===== src/hdl/ins_sort_pkg.sv =====
// Shared constants and types of the insertion sorter.
package ins_sort_pkg;

  localparam int unsigned CAPACITY = 16;
  localparam int unsigned VALUE_W  = 32;
  localparam int unsigned IDX_W    = $clog2(CAPACITY);
  localparam int unsigned CNT_W    = $clog2(CAPACITY + 1);

  typedef enum logic [2:0] {
    ST_IDLE,
    ST_CMP,
    ST_PUT,
    ST_EMIT_RD,
    ST_EMIT
  } state_e;

  typedef struct packed {
    logic               we;
    logic [IDX_W-1:0]   waddr;
    logic [VALUE_W-1:0] wdata;
    logic               re;
    logic [IDX_W-1:0]   raddr;
  } store_req_t;

endpackage


===== src/hdl/ins_sort_if.sv =====
// Input and output channel interfaces of the insertion sorter.
interface ins_sort_in_if;
  logic                                      valid;
  logic                                      ready;
  logic signed [ins_sort_pkg::VALUE_W-1:0]   value;
  logic                                      final_item;

  modport source (output valid, output value, output final_item, input ready);
  modport sink (input valid, input value, input final_item, output ready);
endinterface

interface ins_sort_out_if;
  logic                                      valid;
  logic                                      ready;
  logic signed [ins_sort_pkg::VALUE_W-1:0]   sorted_value;
  logic                                      run_end;
  logic                                      overflowed;

  modport source (output valid, output sorted_value, output run_end, output overflowed,
                  input ready);
  modport sink (input valid, input sorted_value, input run_end, input overflowed,
                output ready);
endinterface


===== src/hdl/ins_sort_store.sv =====
// Ordered value store: one write port, one registered read port.
module ins_sort_store (
  input  logic                              clk_i,
  input  ins_sort_pkg::store_req_t          req_i,
  output logic [ins_sort_pkg::VALUE_W-1:0]  rd_data_o
);

  logic [ins_sort_pkg::VALUE_W-1:0] mem_q [ins_sort_pkg::CAPACITY];
  logic [ins_sort_pkg::VALUE_W-1:0] rd_q;

  always_ff @(posedge clk_i) begin
    if (req_i.we) begin
      mem_q[req_i.waddr] <= req_i.wdata;
    end
    if (req_i.re) begin
      rd_q <= mem_q[req_i.raddr];
    end
  end

  assign rd_data_o = rd_q;

endmodule


===== src/hdl/ins_sort_ctrl.sv =====
// Sequencer with the shared comparator, fill count and output register.
module ins_sort_ctrl (
  input  logic                              clk_i,
  input  logic                              rst_ni,
  ins_sort_in_if.sink                       in_i,
  ins_sort_out_if.source                    out_o,
  input  logic [ins_sort_pkg::VALUE_W-1:0]  rd_data_i,
  output ins_sort_pkg::store_req_t          req_o
);

  localparam int unsigned CntW = ins_sort_pkg::CNT_W;
  localparam int unsigned IdxW = ins_sort_pkg::IDX_W;
  localparam int unsigned ValW = ins_sort_pkg::VALUE_W;

  ins_sort_pkg::state_e state_q, state_d;

  logic [CntW-1:0]        pos_q, pos_d;
  logic [CntW-1:0]        fill_q, fill_d;
  logic [CntW-1:0]        k_q, k_d;
  logic                   ovf_q, ovf_d;
  logic                   last_q, last_d;
  logic signed [ValW-1:0] val_q, val_d;

  logic                   out_valid_q, out_valid_d;
  logic signed [ValW-1:0] out_val_q, out_val_d;
  logic                   out_end_q, out_end_d;
  logic                   out_ovf_q, out_ovf_d;

  logic            accept;
  logic            has_room;
  logic            greater;
  logic            pos_is_one;
  logic            load;
  logic            last_k;
  logic [CntW-1:0] fill_m1;
  logic [CntW-1:0] pos_m1;
  logic [CntW-1:0] pos_m2;
  logic [CntW-1:0] k_p1;

  assign accept     = in_i.valid && in_i.ready;
  assign has_room   = fill_q < CntW'(ins_sort_pkg::CAPACITY);
  assign greater    = $signed(rd_data_i) > val_q;
  assign pos_is_one = pos_q == CntW'(1);
  assign fill_m1    = fill_q - CntW'(1);
  assign pos_m1     = pos_q - CntW'(1);
  assign pos_m2     = pos_q - CntW'(2);
  assign k_p1       = k_q + CntW'(1);
  assign last_k     = k_q == fill_m1;
  assign load       = (state_q == ins_sort_pkg::ST_EMIT) && (!out_valid_q || out_o.ready);

  always_comb begin
    state_d = state_q;
    case (state_q)
      ins_sort_pkg::ST_IDLE: begin
        if (accept) begin
          if (has_room) begin
            state_d = (fill_q == '0) ? ins_sort_pkg::ST_PUT : ins_sort_pkg::ST_CMP;
          end else if (in_i.final_item) begin
            state_d = ins_sort_pkg::ST_EMIT_RD;
          end
        end
      end
      ins_sort_pkg::ST_CMP: begin
        if (greater) begin
          if (pos_is_one) begin
            state_d = ins_sort_pkg::ST_PUT;
          end
        end else begin
          state_d = last_q ? ins_sort_pkg::ST_EMIT_RD : ins_sort_pkg::ST_IDLE;
        end
      end
      ins_sort_pkg::ST_PUT: begin
        state_d = last_q ? ins_sort_pkg::ST_EMIT_RD : ins_sort_pkg::ST_IDLE;
      end
      ins_sort_pkg::ST_EMIT_RD: begin
        state_d = ins_sort_pkg::ST_EMIT;
      end
      ins_sort_pkg::ST_EMIT: begin
        if (load && last_k) begin
          state_d = ins_sort_pkg::ST_IDLE;
        end
      end
      default: begin
        state_d = ins_sort_pkg::ST_IDLE;
      end
    endcase
  end

  always_comb begin
    pos_d       = pos_q;
    fill_d      = fill_q;
    k_d         = k_q;
    ovf_d       = ovf_q;
    last_d      = last_q;
    val_d       = val_q;
    out_valid_d = out_valid_q && !out_o.ready;
    out_val_d   = out_val_q;
    out_end_d   = out_end_q;
    out_ovf_d   = out_ovf_q;
    req_o       = '0;
    in_i.ready  = state_q == ins_sort_pkg::ST_IDLE;
    case (state_q)
      ins_sort_pkg::ST_IDLE: begin
        if (accept) begin
          val_d  = in_i.value;
          last_d = in_i.final_item;
          pos_d  = fill_q;
          if (has_room) begin
            req_o.re    = fill_q != '0;
            req_o.raddr = fill_m1[IdxW-1:0];
          end else begin
            ovf_d = 1'b1;
          end
        end
      end
      ins_sort_pkg::ST_CMP: begin
        req_o.we = 1'b1;
        req_o.waddr = pos_q[IdxW-1:0];
        if (greater) begin
          req_o.wdata = rd_data_i;
          pos_d       = pos_m1;
          req_o.re    = !pos_is_one;
          req_o.raddr = pos_m2[IdxW-1:0];
        end else begin
          req_o.wdata = val_q;
          fill_d      = fill_q + CntW'(1);
        end
      end
      ins_sort_pkg::ST_PUT: begin
        req_o.we    = 1'b1;
        req_o.waddr = pos_q[IdxW-1:0];
        req_o.wdata = val_q;
        fill_d      = fill_q + CntW'(1);
      end
      ins_sort_pkg::ST_EMIT_RD: begin
        req_o.re    = 1'b1;
        req_o.raddr = '0;
        k_d         = '0;
      end
      ins_sort_pkg::ST_EMIT: begin
        if (load) begin
          out_valid_d = 1'b1;
          out_val_d   = rd_data_i;
          out_end_d   = last_k;
          out_ovf_d   = ovf_q;
          if (last_k) begin
            fill_d = '0;
            ovf_d  = 1'b0;
          end else begin
            k_d         = k_p1;
            req_o.re    = 1'b1;
            req_o.raddr = k_p1[IdxW-1:0];
          end
        end
      end
      default: begin
        req_o = '0;
      end
    endcase
  end

  always_ff @(posedge clk_i or negedge rst_ni) begin
    if (!rst_ni) begin
      state_q     <= ins_sort_pkg::ST_IDLE;
      fill_q      <= '0;
      ovf_q       <= 1'b0;
      out_valid_q <= 1'b0;
    end else begin
      state_q     <= state_d;
      fill_q      <= fill_d;
      ovf_q       <= ovf_d;
      out_valid_q <= out_valid_d;
    end
  end

  always_ff @(posedge clk_i) begin
    pos_q     <= pos_d;
    k_q       <= k_d;
    last_q    <= last_d;
    val_q     <= val_d;
    out_val_q <= out_val_d;
    out_end_q <= out_end_d;
    out_ovf_q <= out_ovf_d;
  end

  assign out_o.valid        = out_valid_q;
  assign out_o.sorted_value = out_val_q;
  assign out_o.run_end      = out_end_q;
  assign out_o.overflowed   = out_ovf_q;

endmodule


===== src/hdl/insertion_sorter_core.sv =====
// Top level of the insertion sorter.
// Holds up to CAPACITY (16) signed words in ascending order; a new word is placed after any
// equal words, and words arriving when the store is full are dropped and flag the set as
// overflowed. The store is a single-port-read memory driven by one comparator under a small
// sequencer: an accepted word is compared with the held words from the largest down, each larger
// word it moves past being shifted up one place, and is then written in below them; no input is
// taken meanwhile. On a word marked final the run is emitted smallest first, one word per cycle
// while the sink is ready, with run_end on the largest; the set then clears. The output register
// lets the next set start while the last emitted word awaits the sink.
module insertion_sorter_core (
  input  logic           clk_i,
  input  logic           rst_ni,
  ins_sort_in_if.sink    in_i,
  ins_sort_out_if.source out_o
);

  ins_sort_pkg::store_req_t          store_req;
  logic [ins_sort_pkg::VALUE_W-1:0]  store_rd_data;

  ins_sort_store u_store (
    .clk_i     (clk_i),
    .req_i     (store_req),
    .rd_data_o (store_rd_data)
  );

  ins_sort_ctrl u_ctrl (
    .clk_i     (clk_i),
    .rst_ni    (rst_ni),
    .in_i      (in_i),
    .out_o     (out_o),
    .rd_data_i (store_rd_data),
    .req_o     (store_req)
  );

endmodule


===== src/flat_wrapper.sv =====
// flat-port wrapper written by rule: the top's interface ports become plain ports
module insertion_sorter_core_flat 
  (clk_i, rst_ni, in_i_valid, in_i_value, in_i_final_item, in_i_ready, out_o_valid, out_o_sorted_value, out_o_run_end, out_o_overflowed, out_o_ready);
  ins_sort_in_if in_i_i ();
  ins_sort_out_if out_o_i ();
  input  logic clk_i;
  input  logic rst_ni;
  input wire logic [$bits(in_i_i.valid)-1:0] in_i_valid;
  input wire logic [$bits(in_i_i.value)-1:0] in_i_value;
  input wire logic [$bits(in_i_i.final_item)-1:0] in_i_final_item;
  output wire logic [$bits(in_i_i.ready)-1:0] in_i_ready;
  output wire logic [$bits(out_o_i.valid)-1:0] out_o_valid;
  output wire logic [$bits(out_o_i.sorted_value)-1:0] out_o_sorted_value;
  output wire logic [$bits(out_o_i.run_end)-1:0] out_o_run_end;
  output wire logic [$bits(out_o_i.overflowed)-1:0] out_o_overflowed;
  input wire logic [$bits(out_o_i.ready)-1:0] out_o_ready;
  assign in_i_i.valid = in_i_valid;
  assign in_i_i.value = in_i_value;
  assign in_i_i.final_item = in_i_final_item;
  assign in_i_ready = in_i_i.ready;
  assign out_o_valid = out_o_i.valid;
  assign out_o_sorted_value = out_o_i.sorted_value;
  assign out_o_run_end = out_o_i.run_end;
  assign out_o_overflowed = out_o_i.overflowed;
  assign out_o_i.ready = out_o_ready;
  insertion_sorter_core u_core (.clk_i(clk_i), .rst_ni(rst_ni), .in_i(in_i_i), .out_o(out_o_i));
endmodule

===== config.mk =====
export PLATFORM = sky130hd
export DESIGN_NAME = insertion_sorter_core_flat
export DESIGN_NICKNAME = d
export VERILOG_FILES = /design/src/hdl/ins_sort_pkg.sv /design/src/hdl/ins_sort_if.sv /design/src/hdl/ins_sort_store.sv /design/src/hdl/ins_sort_ctrl.sv /design/src/hdl/insertion_sorter_core.sv /design/src/flat_wrapper.sv
export SDC_FILE = /design/constraint.sdc
export NUM_CORES = 1
export LEC_CHECK = 0
export ABC_CLOCK_PERIOD_IN_PS = 5150
export BUFFER_PORTS_ARGS = -buffer_cell sky130_fd_sc_hd__buf_2
export CAP_MARGIN = 15
export CORE_MARGIN = 2
export CORE_UTILIZATION = 60
export DETAILED_ROUTE_END_ITERATION = 8
export PLACE_DENSITY = 0.84
export SLEW_MARGIN = 20
export SYNTH_ARGS = -nofsm -noshare
export SYNTH_HDL_FRONTEND = slang
export SYNTH_SLANG_ARGS = --single-unit

===== constraint.sdc =====
create_clock -name clk_i -period 5.15 [get_ports clk_i]
set_clock_uncertainty 0.15 [all_clocks]
set_input_delay 0.2575 -clock clk_i [delete_from_list [all_inputs] [get_ports clk_i]]
set_output_delay 0.2575 -clock clk_i [all_outputs]
set_load 0.01 [all_outputs]

==> results of run 1 <==
-- sequential cells by signal (all words and copies together) (netlist names) --
register and flops:
u_core.u_ctrl.last_q 1, u_core.u_ctrl.val_q 32, u_core.u_ctrl.state_q 3, u_core.u_store.mem_q 512
u_core.u_ctrl.out_o.valid 1, u_core.u_ctrl.out_o.run_end 1, u_core.u_ctrl.out_o.overflowed 1, u_core.u_store.rd_data_o 32
u_core.u_ctrl.ovf_q 1, u_core.u_ctrl.out_o.sorted_value 32, u_core.u_ctrl.fill_q 5, u_core.u_ctrl.pos_q 5
u_core.u_ctrl.k_q 5
-- layer usage --
metal  part of all wire (%)  up-vias
met3                     14      319
li1                       -     7132
met5                  0.017        -
met1                     34     8525
met4                    5.5        2
met2                     46     1675
-- synthesized netlist by cell type (2+ instances only) --
master,n,area (um^2)
nor2b_1,2,12.5
a22o_1,31,272
a32o_1,47,470
a21o_1,4,30.0
or4_1,9,67.6
or2_2,4,25.0
nor4_1,2,12.5
nor2_1,38,143
a32oi_1,46,403
xnor2_1,11,96.3
nand4_1,7,43.8
and2_1,3,18.8
and3_1,21,131
ha_1,40,500
buf_2,51,255
clkbuf_1,70,263
a211oi_1,106,796
xor2_1,7,61.3
buf_4,3,22.5
o221ai_1,23,201
edfxtp_1,621,18600
a221oi_1,2,17.5
nand3_1,78,390
inv_1,43,161
a21oi_1,79,395
o21ai_2,3,26.3
o22ai_1,19,119
o31a_1,2,17.5
mux2i_1,36,360
dfrtp_1,10,250
nor3_1,10,50.1
or3_1,5,31.3
nand2_1,184,691
nand2b_1,5,31.3
o21ai_0,103,515
o211ai_1,2,15.0
o21a_1,2,15.0
-- report_power, final --
part	switching (mW)	total [mW]	internal [mW]
clock network	1.80	3.99	2.19
logic	5.86	8.29	2.44
registers	0.487	8.11	7.62
-- worst max-delay path: stages, from the launching register on --
cell      delay (ps)
edfxtp_1         550
ha_1             380
nand4_1          190
nor4_1           830
o31a_1           360
o311a_1          350
o21ai_2          200
o221ai_4         230
buf_4            510
buf_4            300
a211oi_1          60
a211oi_1         270
o221ai_1         250
-- placed cells by master, fill, tap and decap left out, drive strengths merged, types with 36 or more instances in the layout --
cell | Yosys | layout
a32oi | 46 | 46
ha | 40 | 40
dlygate4sd3 | 0 | 37
o21ai | 106 | 106
a211oi | 106 | 106
nor2 | 38 | 38
a21oi | 80 | 80
nand3 | 79 | 79
inv | 43 | 45
a32o | 47 | 47
mux2i | 36 | 36
clkbuf | 71 | 77
nand2 | 186 | 186
edfxtp | 621 | 621
buf | 55 | 127
-- kinds of logic after synthesis --
group / share of synthesized area, %
buffers and inverters: 2.78
XOR/XNOR: 0.611
adder cells (fa/ha/maj): 1.94
multiplexers: 1.40
flip-flops: 73.2
AND/OR/NAND/NOR: 6.69
AO/OA/AOI/OAI: 13.4
-- area by class of cell --
type                            instances  area [um^2]  area share [%]
Clock inverter                         27          170           0.584
Clock buffer                           77         1540            5.30
Tap cell                              539          674            2.31
Sequential cell                       631        18900            64.9
Multi-Input combinational cell        953         6410            22.0
Inverter                               43          161           0.554
Timing Repair Buffer                  164         1280            4.41
-- final timing paths --
path                                                    from                              to  depth (start not counted)
worst max-delay path            u_core.u_store.rd_data_o[26]    u_core.u_store.rd_data_o[31]                         12
worst min-delay path                           in_i_value[8]          u_core.u_ctrl.val_q[8]                          2
worst max register to register  u_core.u_store.rd_data_o[26]    u_core.u_store.rd_data_o[31]                         12
worst min register to register           u_core.u_ctrl.ovf_q  u_core.u_ctrl.out_o.overflowed                          0
max in group asynchronous                             rst_ni         u_core.u_ctrl.fill_q[0]                          3
min in group asynchronous                             rst_ni             u_core.u_ctrl.ovf_q                          3
==> summary.txt, run 1 <==
CTS
  • # hold bufs at CTS: 37
  • Clock input transition at the sequential cells of the worst setup and hold paths: ~60 ps
  • Worst-case clock buffer depth: 3
  • TritonCTS Buffers: 58
  • Clock latency on the worst-skew pair: around 620 ps
  • H-tree depth: 2
  • Post_cts resized: 0
  • Root buffer cell: clkbuf_16
  • CTS tree: yes
  • Clk sinks: about 630
  • Post-CTS setup buffer count: 0

Die
  • DIE AREA: between 0.04 and 0.05 mm^2
  • Core ar.: 0.0422 mm^2
  • Initial core utilization: between 60% and 70%
  • Die X: about 210 um
  • Rows: between 70 and 80
  • Die Y-Extent: between 200 and 250 um
  • IO Count: 73

Cells and area
  • Final Util: between 60 and 70%
  • Layout Cells excl Fill: between 2000 and 2500
  • Synth-to-Final Area Change: 12.9%
  • N_diodes: 0
  • Layout cells sized above 1: between 10% and 20%
  • Layout Nets: 1928
  • Fill count: about 2500
  • Final Cell Area: 0.0291 mm^2

Setup path
  • Crit end category: flop
  • Reg2Reg Setup Slack: 110 ps
  • Worst Path Max Fanout: 37
  • Crit path launch type: flop
  • Crit path arrival time: just over 5000 ps
  • WS Path Type: flop to flop
  • Crit path required time: roughly 5300 ps

STA
  • Max-slew headroom: 20.2%
  • Final TNS setup: 0 ps
  • Final period util: 97.8%
  • Min Hold Slack: between 200 and 250 ps
  • RSZ-0062 raised after global routing: no
  • Min Tclk post-route: approximately 5000 ps
  • Slew Limit Fails: 0
  • Fmax: 198 MHz
  • Final hold vios: 0
  • Fin worst setup slack: approximately 110 ps
  • Final Setup Violations: 0
  • Slew @ Worst Pin: around 1200 ps

Power
  • Leakage Power: about 9.8 nW
  • Peak supply drop: ~0.00046 V
  • Power per cell area: between 600 and 700 mW/mm^2
  • Final Power: approximately 20 mW

Place
  • Placed instance area: 0.0270 mm^2
  • # placed instances: 2290
  • GP Congestion: about 0.97
  • DP HPWL: 38500 um
  • DP Worst Slack: around 430 ps
  • Input/output buffers: between 70 and 80

GRT
  • Largest net degree at the start of global routing: 102
  • Total track usage: a little under a third
  • GR Util met1: around two fifths
  • Number of global-route vias before repair: 17400
  • Busiest grt layer: met2
  • Grt met2 use: 49.1%
  • Grt ovf: 0
  • Met3 usage in global routing: under 10%
  • Global-route wire length before repair: a little over 100000 um
  • Antenna violations before repair: 1

Route
  • Routed vias: about 18000
  • Final wirelength: 71500 um
  • # DRC: 0
  • DRT Pass-1 Iters: 8
  • DR WL/cell: roughly 29 um
  • Detail Route Antenna Nets: 0
  • Vias per inst: 7.25
  • DR iter-0 viols: approximately 3200

Synth
  • Register area share after synthesis: ~73%
  • Gate Count Post-Synth: 1753
  • Yosys cell types: between 60 and 70
  • Ys Warns: 0
  • Synthesized net count: ~1800
  • Ys async rst share: ~1.6%
  • Primary FF master, synth: edfxtp_1
  • Mapped cell area: approximately 0.026 mm^2
  • Synth Register Bits: 631
  • Post-synth EDFFs: just over 600
  • Syn avg cell area: around 15 um^2

Outcome
  • Outcome: finished, final reports clean

Min path
  • Worst hold path type: input pin to flop

Run
  • Max cap viols: 0
Power figures use the tool's default switching activity.
==> run 2: changes to the inputs <==
PLACE_DENSITY = 0.77   (was 0.84)
==> summary.txt, run 2 (same netlist as run 1, synthesis figures left out) <==
STA
  • Fmax: a little under 200 MHz
  • Slew Limit Fails: 0
  • Final hold vios: 0
  • RSZ-0062 raised after global routing: yes
  • Slew @ Worst Pin: about 1100 ps
  • Final period util: approximately 100%
  • Max-slew headroom: roughly 25%
  • Final TNS setup: 0 ps
  • Min Tclk post-route: 5140 ps
  • Final Setup Violations: 0

Route
  • DR WL/cell: between 20 and 30 um
  • Vias per inst: 6.90
  • DRT Pass-1 Iters: 6
  • Final wirelength: between 60000 and 70000 um
  • Detail Route Antenna Nets: 0
  • Routed vias: between 15000 and 20000
  • # DRC: 0
  • DR iter-0 viols: between 2000 and 2500

Cells and area
  • Max reg flops: around 500
  • Final Util: between 60% and 70%
  • Most frequent cells in the layout: edfxtp_1, nand2_1, a211oi_1
  • Top reg by flops: u_core.u_store.mem_q
  • Layout Nets: 1929
  • Area occupied by multi-input gates: 0.00643 mm^2
  • N_diodes: 0
  • Storage element area: 0.0189 mm^2
  • Synth-to-Final Area Change: 13.6%
  • Layout cells sized above 1: between 10% and 20%
  • Fill count: 2611
  • Most common cell after layout, fill and taps aside: edfxtp_1
  • Final Cell Area: 0.0293 mm^2

Die
  • IO Count: 73
  • Initial core utilization: 61.1%
  • DIE AREA: 0.0447 mm^2
  • Die X: about 210 um
  • Die Y-Extent: 211 um
  • Rows: between 70 and 80
  • Core ar.: approximately 0.042 mm^2

Setup path
  • Largest stage delay, worst path: 690 ps
  • Critical path origin: u_core.u_store.rd_data_o[26]
  • Crit path required time: roughly 5300 ps
  • Slowest stage cell, crit path: or4_1
  • R2R Path End: u_core.u_store.rd_data_o[21]
  • Crit end category: flop
  • Setup crit end: u_core.u_store.rd_data_o[21]
  • Crit path arrival time: roughly 5300 ps
  • Critical-path cell list: ha_1 > nand4_1 > nor4_1 > nand2b_1 > or3_1 > and3_1 > o21ai_4 > nand2_4 > a211oi_1 > a211oi_1 > or4_1
  • Reg2Reg Setup Slack: ~5.7 ps
  • Reg2reg start: u_core.u_store.rd_data_o[26]
  • Worst r2r path cells: 11
  • WS Path Type: flop to flop
  • Crit path launch type: flop
  • Most frequent CP cell: a211oi_1
  • Worst Path Max Fanout: 45

CTS
  • TritonCTS Buffers: just under 60
  • Post-CTS setup buffer count: 0
  • Worst-case clock buffer depth: 3
  • CTS tree: yes
  • H-tree depth: 2
  • Clk sinks: roughly 630
  • Root buffer cell: clkbuf_16
  • Clock input transition at the sequential cells of the worst setup and hold paths: ~70 ps
  • Clock latency on the worst-skew pair: ~630 ps

Power
  • Leakage Power: 9.87 nW
  • Peak supply drop: a little over 0.0006 V
  • Final Power: approximately 21 mW
  • Clock share of power: 21.0%
  • Power per cell area: between 700 and 800 mW/mm^2
  • Sw Share: 39.4%
  • Power Internal: approximately 12 mW
  • Comb power frac: about 40%
  • Fraction of power consumed by sequential logic: ~39%
  • Sw power: between 8 and 9 mW

GRT
  • Global-route wire length before repair: about 100000 um
  • Grt ovf: 0
  • Antenna violations before repair: 0
  • Total track usage: between 30% and 40%
  • Number of global-route vias before repair: 16700
  • Largest net degree at the start of global routing: ~100

Min path
  • Worst hold path type: input pin to flop
  • Hold Path Depth: 2

Place
  • Placed instance area: around 0.027 mm^2
  • Input/output buffers: between 70 and 80
  • GP Congestion: slightly below 0.9
  • DP HPWL: 38600 um

Run
  • Max cap viols: 0

Outcome
  • Outcome: finished, final reports clean
-- run 2: cell count changes in the layout (fill, tap and decap cells not counted), moves of 2 or more --
cell        before  now
buf_12           8    4
buf_4           45   48
bufinv_16        2    6
clkbuf_1        18   13
clkinv_1        18   13
clkinv_2         5   11
clkinv_8         0    2
clkinvlp_4       0    3
-- run 2: area by class of cell --
| type | count | area share, % |
|---|---|---|
| Clock buffer | 74 | 5.34 |
| Timing Repair Buffer | 163 | 4.18 |
| Tap cell | 539 | 2.30 |
| Sequential cell | 631 | 64.5 |
| Inverter | 43 | 0.551 |
| Clock inverter | 37 | 1.22 |
| Multi-Input combinational cell | 954 | 21.9 |
-- run 2: how the worst min path moves through the flow --
stage                   start                   endpoint  slack (ps)
2_1_floorplan          rst_ni    u_core.u_ctrl.fill_q[0]        -190
3_3_place_gp           rst_ni  u_core.u_ctrl.out_o.valid         -20
3_5_place_dp           rst_ni        u_core.u_ctrl.ovf_q         -10
4_1_cts        in_i_value[18]    u_core.u_ctrl.val_q[18]         170
5_1_grt        in_i_value[16]    u_core.u_ctrl.val_q[16]         190
6_report       in_i_value[16]    u_core.u_ctrl.val_q[16]         190
-- run 2: power by group through the flow --
stage	sequential [mW]	clock (mW)	combinational, mW
finish	8.07	4.32	8.24
CTS	8.04	4.35	7.97
detailed placement	8.14	0	7.88
floorplan	7.93	0	5.13
global route	8.12	4.53	8.73
global placement	8.11	0	7.62
-- run 2: critical path: cells and delay by family, from the launching register on --
kind / cells / cell delay, ps
flops: 1 / 560
fa+ha+maj: 1 / 380
compound gates: 3 / 820
simple gates: 7 / 2890
-- run 2: per-stage QoR --
step / instances / worst slack (ps) / hold WS (ps)
finish: 2441 / 5.66 / 194
CTS: 2439 / 81.1 / 167
global route: 2441 / -76.3 / 192
global placement: 2290 / 250 / -18.4
detailed placement: 2291 / 156 / -10.8
floorplan: 1753 / 683 / -188
-- run 2: what timing repair did --
action,CTS,global route
hold buffers,37,0
gates resized for setup,0,1
hold endpoints to repair,46,0
setup endpoints to repair,0,3
-- run 2: routing by layer --
layer	vias up	GRT usage [%]	routed length, um
met5	-	0	0
met4	0	14.0	2870
met3	192	6.68	8110
met2	1155	48.1	32000
met1	8360	41.0	25400
li1	7135	-	-
